### src/hw/rtl/lbp_ram.sv
`timescale 1ns / 1ps
`default_nettype none

module lbp_ram #(
  parameter int WIDTH = 8,
  parameter int DEPTH = 16,
  localparam int AW = (DEPTH > 1) ? $clog2(DEPTH) : 1
) (
  input  wire logic             clk_i,
  input  wire logic             we_i,
  input  wire logic [AW-1:0]    waddr_i,
  input  wire logic [WIDTH-1:0] wdata_i,
  input  wire logic             re_i,
  input  wire logic [AW-1:0]    raddr_i,
  output logic      [WIDTH-1:0] rdata_o
);

  logic [WIDTH-1:0] mem_q [DEPTH];
  logic [WIDTH-1:0] rdata_q;

  // one write port, one registered read port, read before write
  always_ff @(posedge clk_i) begin
    if (we_i) begin
      mem_q[waddr_i] <= wdata_i;
    end
    if (re_i) begin
      rdata_q <= mem_q[raddr_i];
    end
  end

  assign rdata_o = rdata_q;

endmodule

`default_nettype wire

### config.mk
export PLATFORM = sky130hd
export DESIGN_NAME = lbp_ram
export DESIGN_NICKNAME = d
export VERILOG_FILES = /design/src/hw/rtl/lbp_ram.sv
export SDC_FILE = /design/constraint.sdc
export NUM_CORES = 1
export LEC_CHECK = 0
export ABC_CLOCK_PERIOD_IN_PS = 2500
export CAP_MARGIN = 40
export CORE_MARGIN = 2
export CORE_UTILIZATION = 60
export DETAILED_ROUTE_END_ITERATION = 8
export DONT_BUFFER_PORTS = 1
export GPL_TIMING_DRIVEN = 0
export PLACE_DENSITY = 0.87
export SLEW_MARGIN = 15
export SYNTH_ARGS = -nofsm -noshare
export SYNTH_HDL_FRONTEND = slang
export SYNTH_SLANG_ARGS = --single-unit
### constraint.sdc
create_clock -name clk_i -period 2.5 [get_ports clk_i]
set_clock_uncertainty 0.15 [all_clocks]
set_input_delay 0.125 -clock clk_i [delete_from_list [all_inputs] [get_ports clk_i]]
set_output_delay 0.125 -clock clk_i [all_outputs]
set_load 0.01 [all_outputs]
* Word level (Yosys, flattened, before mapping)
Memories as Yosys holds them, arrays and structs flattened. A register that Yosys moved wholly into a read port is not among the register bits. Index checks and enable logic that the tools add are counted. Widths: inputs -> output; s select.
Storage, ports and cells: register bits after elaboration 0, RAM bits 128, output and inout bits 8, logic and storage cells 3, memories 1
Cells by class: mux-type cells 2
Memory list:
- mem_q | depth 16, width 8, rd ports 1, clocked after Yosys merged registers in 1, wr ports 1, RTL line 18 | logic [WIDTH-1:0] mem_q [DEPTH];
Operators by type and width (number):
- $mux 1 | 2

* Depth between registers and ports, before layout
depth in word-level cells 2, depth in mapped cells 5, depth with buffers taken out 3

* Worst setup path before layout
OpenSTA, ideal clock, no wires.
path type input port to flip-flop, start point input waddr_i[2], end point memory mem_q[0][0], enable pin, library setup time 0.383 ns, arrival time 1.235 ns, data required time 1.967 ns, slack 0.732 ns, stages on the path 2, path buffers 0, cell sequence or3b_2 nor3_1
RTL lines:
- start, declared | RTL line 11 | input wire logic [AW-1:0] waddr_i,
- end, declared | RTL line 18
Straight into the memory's write port.

* Worst setup path in the final report
start point input waddr_i[3], end point memory mem_q[4][3], enable pin
Straight into the memory's write port.

==> metrics.md <==
| Metric | Value |
|---|---|
| Status | complete, no violations |
| DP Cell Count | 340 |
| DP HPWL | 6050 um |
| Core area | 0.00859 sq mm |
| Clk slew on worst S/H paths | 0.06 ns |
| Worst hold stages | 2 |
| CTS tree | built |
| Chip height | 97.3 um |
| Synthesized flop and latch total | 136 |
| Final min period | 2.35 ns |
| Async SR Flop Fraction | 0 |
| Startpoint Class | input pin |
| First-pass GRT wire length | 16200 um |
| GRT overflow | 0 |
| Yosys top cell area share | 0.781 |
| Worst R2R Start | mem_q[1][0]$_DFFE_PP_ |
| Layout cells sized above 1 | 0.227 |
| Top_reg_cell synth | edfxtp_1 |
| Final Power | 5.29 mW |
| PwrDens | 858 mW/mm^2 |
| Final Max Slew Viols | 0 |
| Layout overhead on the synthesized area | 17.9% |
| Initial Utilization | 0.608 |
| Largest net degree at the start of global routing | 17 |
| Root buffer cell | clkbuf_8 |
| Max-cap violation count | 0 |
| EDFF count, synth | 136 |
| Slew headroom | 0.399 |
| Sequential share of the synthesized area | 0.781 |
| Port Buffers | 0 |
| Starting DRT DRC Count | 429 |
| Finished Layout Cells | 390 |
| Via Count | 2617 |
| Final hold viol count | 0 |
| Kind of end point of the critical path | flop |
| H-tree Lvls | 4 |
| Reg2Reg Setup Slack | 0.76 ns |
| Cell area after layout | 0.00616 sq mm |
| Routed Wire Length | 10900 um |
| Tot GR Track Use | 0.246 |
| Antenna diode count | 0 |
| Remaining DRCs | 0 |
| LEAKAGE | 2.02 nW |
| Achievable Freq | 426 MHz |
| Slew of the pin with the lowest slew margin | 0.895 ns |
| Final #Nets | 288 |
| Synthesized net count | 248 |
| Die width | 97.3 um |
| Top cells by area, synth | edfxtp_1 (78%), mux4_2 (7.8%), mux4_1 (7.0%) |
| Hold EP | mem_q[6][2]$_DFFE_PP_ |
| Biggest area consumer among synthesized cells | edfxtp_1 |
| Crit Path Category | input pin to flop |
| Total CTS buffers | 17 |
| Cell Area, Synth | 0.00523 sq mm |
| Setup TNS | 0 ns |
| Synth Instances | 229 |
| Vias in the first global route | 2593 |
| HP Start | waddr_i[1] |
| Critical Path AT | 2.43 ns |
| Initial antenna violation count | 1 |
| Longest Clk Path Bufs | 2 |
| Placed cell area | 0.00538 sq mm |
| Post-synthesis area per instance | 22.8 sq um |
| VDD IR-drop max | 585 uV |
| Warnings, synthesis | 0 |
| Setup Fix Bufs, Post-CTS | 0 |
| Sink Count | 136 |
| Die area | 0.00948 sq mm |
| Vias per cell | 6.71 |
| GPL Wtd Cong | 0.755 |
| Hold WC Path Type | input pin to flop |
| FP Rows | 34 |
| RSZ-0062 raised after global routing | no |
| ANT nets after route | 0 |
| Initial DRT Pass Iterations | 6 |
| RR Endpoint | rdata_o[0]$_DFFE_PP_ |
| Final setup viols | 0 |
| Critical path peak fanout | 5 |
| Cell variety after synth | 18 |
| Ports | 27 |
| Final cycle utilization of the critical path | 0.939 |
| Top-count cell post-synth | edfxtp_1 |
| Critical Path RT | 2.58 ns |
| Worst-Skew Late Latency | 0.52 ns |
| Number of cells on the worst reg-to-reg path | 3 |
| Drt wl/cell | 27.9 um |
| Synth cell count leaders | edfxtp_1 (136), mux4_2 (18), a22oi_1 (16) |
[through the flow]
stage | utilization | hold slack (ns) | setup WS [ns]
2_1_floorplan | - | 0.0739 | 0.732
3_3_place_gp | 0.624 | 0.0746 | 0.331
3_5_place_dp | 0.626 | 0.0745 | 0.613
4_1_cts | 0.716 | 0.00537 | 0.0958
5_1_grt | 0.717 | 0.0223 | 0.0253
6_report | 0.717 | 0.00725 | 0.151
[cell families (layout without fill, tap and decap cells)]
logic type / count (synthesis) / count (layout) / synth area share
buffers and inverters: 10 / 63 / 0.0165
AOI/OAI and AO/OA: 16 / 16 / 0.0230
and+or+nand+nor: 35 / 35 / 0.0314
DFF: 136 / 136 / 0.781
muxes: 32 / 32 / 0.148
[final cells by class]
class                   instances  area, sq um
plain buffers                  10         86.3
clock buffers                  17          414
clock inverters                15          179
fillers                       476         2430
multi-input cells              83         1070
flip-flops and latches        136         4080
well taps                     108          135
repair buffers                 21          195
[layer usage]
layer / routed length [um] / track usage / vias to the layer above
li1: - / - / 1065
met1: 4010 / 0.336 / 1344
met2: 5670 / 0.393 / 180
met3: 948 / 0.0640 / 26
met4: 238 / 0.0855 / 2
met5: 15 / 0 / -
[critical path: stages]
cell and delay, ns:
dlygate4sd3_1 0.58, nand3b_1 0.27, dlygate4sd3_1 0.62, nor3_1 0.56
buf_2 0.28
[where the power goes]
group	total [mW]	internal (mW)	switching [mW]
sequential	2.59	2.57	0.0205
combinational	0.237	0.101	0.136
clock	2.46	1.52	0.941
[state kept, by name, summed over array words and instances, names as in the netlist]
signal,cells
rdata_o,8
mem_q,128
[repair_timing]
item / 4_1_cts / 5_1_grt
resized for setup: 0 / 1
hold buffers: 18 / 0
hold endpoints to repair: 207 / 0
endpoints found under the setup margin: 0 / 8
[cell usage in the layout, fill, tap and decap left out, types with 2 or more instances in the layout]
cell | synthesis | final
edfxtp_1 | 136 | 136
mux4_2 | 18 | 18
dlygate4sd3_1 | 0 | 18
a22oi_1 | 16 | 16
clkbuf_16 | 0 | 16
mux4_1 | 14 | 14
nor2_1 | 13 | 13
nand2_1 | 9 | 9
buf_2 | 3 | 6
clkinvlp_4 | 0 | 6
buf_6 | 3 | 3
clkdlybuf4s25_2 | 3 | 3
nor3_1 | 4 | 3
clkinv_4 | 0 | 3
bufinv_16 | 0 | 3
nand3b_1 | 2 | 2
nand2b_1 | 2 | 2
[how the worst max path moves through the flow]
stage,from,endpoint,slack (ns)
after floorplan,waddr_i[2],mem_q[0][0]$_DFFE_PP_,0.73
after global placement,waddr_i[2],mem_q[0][1]$_DFFE_PP_,0.33
after detailed placement,raddr_i[0],rdata_o[0]$_DFFE_PP_,0.61
after CTS,waddr_i[2],mem_q[0][0]$_DFFE_PP_,0.1
after global routing,waddr_i[3],mem_q[4][1]$_DFFE_PP_,0.03
final,waddr_i[3],mem_q[4][3]$_DFFE_PP_,0.15
No activity file was read; power rests on OpenSTA's default activity.
