`src/hw/rtl/lbp_pkg.sv`:
```
`timescale 1ns / 1ps
`default_nettype none

package lbp_pkg;

  // field widths
  localparam int PIX_W     = 8;
  localparam int BIN_W     = 8;
  localparam int CNT_W     = 21;
  localparam int CMD_W     = 2;
  localparam int CFG_W     = 11;
  localparam int CFG_IDX_W = 1;
  localparam int NUM_BINS  = 256;

  // default frame limits
  localparam int DEF_MAX_WIDTH  = 1024;
  localparam int DEF_MAX_HEIGHT = 1024;

  // register reset values and saturation limit
  localparam logic [CFG_W-1:0] CFG_SIZE_RST = 11'd64;
  localparam logic [CNT_W-1:0] CNT_MAX      = {CNT_W{1'b1}};

  // result kinds
  localparam logic KIND_CODE  = 1'b0;
  localparam logic KIND_COUNT = 1'b1;

  // input commands
  typedef enum logic [CMD_W-1:0] {
    CMD_PIXEL = 2'd0,
    CMD_DRAIN = 2'd1,
    CMD_READ  = 2'd2,
    CMD_NOP   = 2'd3
  } cmd_e;

  // configuration register indexes
  typedef enum logic [CFG_IDX_W-1:0] {
    REG_FRAME_WIDTH  = 1'b0,
    REG_FRAME_HEIGHT = 1'b1
  } reg_idx_e;

  // histogram operations
  typedef enum logic [1:0] {
    HOP_CODE  = 2'd0,
    HOP_READ  = 2'd1,
    HOP_CLEAR = 2'd2
  } hop_e;

  // one window column: three pixels with their in-frame flags
  typedef struct packed {
    logic [PIX_W-1:0] top;
    logic [PIX_W-1:0] mid;
    logic [PIX_W-1:0] bot;
    logic             top_ok;
    logic             mid_ok;
    logic             bot_ok;
    logic             first;
    logic             lastc;
  } col_t;

  // request into the histogram stages
  typedef struct packed {
    logic             valid;
    hop_e             op;
    logic [BIN_W-1:0] addr;
    logic             last;
  } hist_req_t;

  // one result word
  typedef struct packed {
    logic             kind;
    logic [PIX_W-1:0] code;
    logic [CNT_W-1:0] count;
    logic             frame_done;
  } res_t;

  // first pipeline stage payload
  typedef struct packed {
    logic             line;
    logic             read;
    logic             clr;
    logic             emit;
    logic             last;
    logic [PIX_W-1:0] pix;
    logic [BIN_W-1:0] bin;
    logic             top_ok;
    logic             mid_ok;
    logic             bot_ok;
    logic             first;
    logic             lastc;
  } s1_t;

  // second pipeline stage payload
  typedef struct packed {
    logic             read;
    logic             clr;
    logic             emit;
    logic             last;
    logic [BIN_W-1:0] bin;
  } s2_t;

endpackage

`default_nettype wire

```
`src/hw/rtl/lbp_cell.sv`:
```
`timescale 1ns / 1ps
`default_nettype none

module lbp_cell (
  input  wire logic                     clk_i,
  input  wire logic                     shift_i,
  input  wire lbp_pkg::col_t            col_i,
  input  wire logic [lbp_pkg::PIX_W-1:0] centre_i,
  output lbp_pkg::col_t                 col_o,
  output logic [2:0]                    ge_o
);

  lbp_pkg::col_t col_q;

  // column register, takes the neighbour's column on every shift
  always_ff @(posedge clk_i) begin
    if (shift_i) begin
      col_q <= col_i;
    end
  end

  // neighbour versus centre, masked by the row flags
  assign ge_o[0] = col_q.top_ok && (col_q.top >= centre_i);
  assign ge_o[1] = col_q.mid_ok && (col_q.mid >= centre_i);
  assign ge_o[2] = col_q.bot_ok && (col_q.bot >= centre_i);

  assign col_o = col_q;

endmodule

`default_nettype wire

```
`config.mk`:
```
export PLATFORM = sky130hd
export DESIGN_NAME = lbp_cell
export DESIGN_NICKNAME = d
export VERILOG_FILES = /design/src/hw/rtl/lbp_pkg.sv /design/src/hw/rtl/lbp_cell.sv
export SDC_FILE = /design/constraint.sdc
export NUM_CORES = 1
export LEC_CHECK = 0
export BUFFER_PORTS_ARGS = -buffer_cell sky130_fd_sc_hd__buf_2
export CAP_MARGIN = 10
export CORE_UTILIZATION = 45
export CTS_BUF_LIST = sky130_fd_sc_hd__clkbuf_4 sky130_fd_sc_hd__clkbuf_8
export DETAILED_ROUTE_END_ITERATION = 10
export GPL_TIMING_DRIVEN = 0
export PLACE_DENSITY = 0.79
export SYNTH_ARGS = -nofsm -noshare
export SYNTH_HDL_FRONTEND = slang
export SYNTH_SLANG_ARGS = --single-unit
export TNS_END_PERCENT = 100
```
`constraint.sdc`:
```
create_clock -name clk_i -period 1.6 [get_ports clk_i]
set_input_delay 0.16 -clock clk_i [delete_from_list [all_inputs] [get_ports clk_i]]
set_output_delay 0.16 -clock clk_i [all_outputs]
set_load 0.01 [all_outputs]
```
---- Word-level counts from Yosys, hierarchy flattened ----
Index checks and enable logic that the tools add are counted.
operators by class
  reductions and logical operators ........ 3
  order comparisons ....................... 3
operators by type and width
  cell               number
  $ge 8x8->1         3
  $logic_and 1x1->1  3
storage, ports and cells
  logic and storage cells ................. 14
  register bits ........................... 29
  input bits .............................. 39

---- Longest topological paths before layout ----
  depth in word-level cells ............... 2
  gate-level depth with buffers ........... 6
  gate-level depth less buffers ........... 6

---- Worst setup path after synthesis ----
No wires, ideal clock.
  path kind ............................... register to output
  start ................................... register col_q (netlist bit col_o[23])
  end ..................................... output port ge_o[0]
  stages on the path, launching flop included .. 5
  path slack .............................. 0.044 ns
  data arrival time ....................... 1.396 ns
  data required time ...................... 1.440 ns
  cell sequence ........................... edfxtp_1 ha_1 o211ai_1 a2111oi_1 o21a_1
on the way
  cells in the longest elaborated chain, start to end .. 2
RTL lines
  element                   line            source
  start: declaration        lbp_cell.sv:13  lbp_pkg::col_t col_q;
  start signal: assignment  lbp_cell.sv:18  col_q <= col_i;
  $ge 8x8->1                lbp_cell.sv:23  assign ge_o[0] = col_q.top_ok && (col_q.top >= centre_i);
  $logic_and 1x1->1         lbp_cell.sv:23
  end: declaration          lbp_cell.sv:10  output logic [2:0] ge_o
Every way passes these cells.

---- Worst setup path after layout ----
  start ................................... register col_q (netlist bit col_o[7])
  end ..................................... output port ge_o[2]
on the way
  cells in the longest elaborated chain, start to end .. 2
RTL lines
  element            line            source
  $ge 8x8->1         lbp_cell.sv:25  assign ge_o[2] = col_q.bot_ok && (col_q.bot >= centre_i);
  $logic_and 1x1->1  lbp_cell.sv:25
Every way passes these cells.

==> reports/metrics.yaml <==
grt_first_pass_wirelength_um: 4970
final_common_cell: "sky130_fd_sc_hd__buf_2"
netlist_instances: 96
floorplan.rows: 19
multi_input_area_sq_um: 514
endpoint_kind: "primary output"
area_growth_syn_to_layout_pct: 52.8
die-area_sq_mm: 0.00333
synth.net_count: 159
clock_tree.buffer_depth: 2
vdd.ir_drop.worst_mv: 0.707
synthDistinctLibCells: 11
outcome: "finished, violations left"
cp.arrival_ps: 1780
grt_antenna_before_repair: 0
clock_tree.htree_level_count: 2
seq_area_frac_synth: 0.624
critPathTopFamily: "compound AO/OA/AOI/OAI gates"
grt_util_all_layers: 0.207
fin_hold_viols: 0
total_power_mw: 1.73
core_area_sq_mm: 0.00285
critical_path_required_ps: 1440
dp_slack_ps: -98.6
slew_worst_pin_ps: 643
routabilityCongestion: 0.787
number_of_warning_messages_in_the_yosys_log: 0
clk_transition_reported_paths_ps: 90
crit_chain: "ha_4 -> o211ai_1 -> a2111oi_2 -> o21a_1 -> buf_2"
power_density_mw_per_mm2: 810
route.detailed.drc: 4
synth_seq_cells: 29
grt_start_max_net_pins: 30
floorplan.initialDensity: 0.489
post-cts-setup-buffers: 0
final_cell_mix: "70 x sky130_fd_sc_hd__buf_2, 29 x sky130_fd_sc_hd__edfxtp_1, 26 x sky130_fd_sc_hd__dlygate4sd3_1"
critical_path.slowest_cell: "sky130_fd_sc_hd__edfxtp_1"
hold_path_depth: 1
ant_nets: 0
detailed_place_hpwl_um: 2330
timing.final.max_slew_violations: 0
fill_cells: 189
violations: "design-rule violations, negative setup slack"
detail_route.vias_per_cell: 4.92
maxClockFrequency_ghz: 0.514
utilization: 0.748
critical_path.max_stage_delay_ps: 450
min_path_type: "input pin to flop"
placed_area_sq_mm: 0.00179
synth_top_area_share: 0.624
final_layout_size_suffix_gt1_frac: 0.410
grt-ovfl-total: 0
mean_routed_wirelength_per_cell_um: 14.6
drt_first_iter_violations: 25
crit_fanout: 2
cellLeakagePower_nw: 0.997
post_synth_main_area_contributors: "sky130_fd_sc_hd__edfxtp_1 62%, sky130_fd_sc_hd__ha_1 22%, sky130_fd_sc_hd__inv_1 3.5%, sky130_fd_sc_hd__a2111oi_1 2.2%, sky130_fd_sc_hd__a21oi_1 2.2%"
dr_total_vias: 1137
number_of_global_route_vias_before_repair: 1121
largest_register_ffs: 29
ff_latch_area_sq_um: 871
post_syn_area_sq_mm: 0.00140
fp.dieW_um: 57.7
die-height_um: 57.7
insertedDiodeCount: 0
startpoint_type: "flop"
crit_path_buffers_inverters: 1
final_wirelength_um: 3370
worst_hold_slack_ps: 16.2
finalSetupViolations: 3
cts_made_buffers: 5
max-cap-violations: 0
fin_crit_sh: 1.22
timing.setup.tns_ps: -983
timing.slew.headroom: 0.571
finalWorstSetupSlack_ps: -345
avgSynthCellArea_sq_um: 14.5
number_of_ports_placed_on_the_die_boundary: 71
layout_min_cycle_time_ps: 1940
buffer_ports.inserted: 70
nNetsFinal: 262
path_class: "flop to primary output"
min_to: "col_o[21]"
drt-pass1-iter-count: 7
synth_top_area_cell: "sky130_fd_sc_hd__edfxtp_1"
worst_hold_startpoint: "col_i[21]"
cts_sinks: 29
clk_root_buffer_cell: "sky130_fd_sc_hd__clkbuf_4"
placed_cells: 197
setup_repair_after_global_routing_missed_its_margin: "yes"
cts_tree: "yes"
final-instance-count-excl-fill: 231
finalInstanceArea_sq_mm: 0.00213
[power by group]
group          internal (mW)  leakage, nW  total (mW)  switching [mW]
logic                  0.191        0.683       0.382           0.191
clock network          0.158       0.0300       0.411           0.252
registers              0.904        0.284       0.936          0.0316
[final cells by class]
class	instances	share of cell area
Clock buffer	5	0.0176
Clock inverter	3	0.00587
Inverter	13	0.0229
Multi-Input combinational cell	54	0.241
Sequential cell	29	0.408
Tap cell	31	0.0182
Timing Repair Buffer	96	0.286
[worst max-delay path by stage]
stage	endpoint	cells past startpoint	slack, ps	startpoint
2_1_floorplan	ge_o[0]	4	40	col_o[23]
3_3_place_gp	ge_o[0]	5	-50	col_o[23]
3_5_place_dp	ge_o[0]	5	-100	col_o[23]
4_1_cts	ge_o[0]	5	-360	col_o[23]
5_1_grt	ge_o[2]	5	-450	col_o[7]
6_report	ge_o[2]	5	-340	col_o[7]
[synth_stat cells]
cell,count
sky130_fd_sc_hd__a211oi_1,3
sky130_fd_sc_hd__edfxtp_1,29
sky130_fd_sc_hd__inv_1,13
sky130_fd_sc_hd__a21oi_1,6
sky130_fd_sc_hd__ha_1,24
sky130_fd_sc_hd__o21a_1,3
sky130_fd_sc_hd__o21ai_0,3
sky130_fd_sc_hd__nand2_1,6
sky130_fd_sc_hd__a2111oi_1,3
sky130_fd_sc_hd__o211ai_1,3
sky130_fd_sc_hd__nor2_1,3
[cell families (layout without fill, tap and decap cells)]
| kind of cell | after synthesis | count (layout) | share of synthesized area |
|---|---|---|---|
| buf+inv | 13 | 117 | 0.0349 |
| simple gates | 9 | 9 | 0.0242 |
| compound gates | 21 | 21 | 0.102 |
| fa+ha+maj | 24 | 24 | 0.215 |
| flops | 29 | 29 | 0.624 |
[per-layer routing]
layer | wire length [um] | GRT usage
met5 | 0 | 0
met4 | 33 | 0.0680
met3 | 253 | 0.0759
met2 | 1780 | 0.372
met1 | 1300 | 0.228
[timing repair]
item	4_1_cts	5_1_grt
resized for setup	6	0
endpoints found under the hold margin	23	3
pin swaps	11	0
setup endpoints to repair	3	3
hold buffers	23	3
No activity file was read; power rests on OpenSTA's default activity.
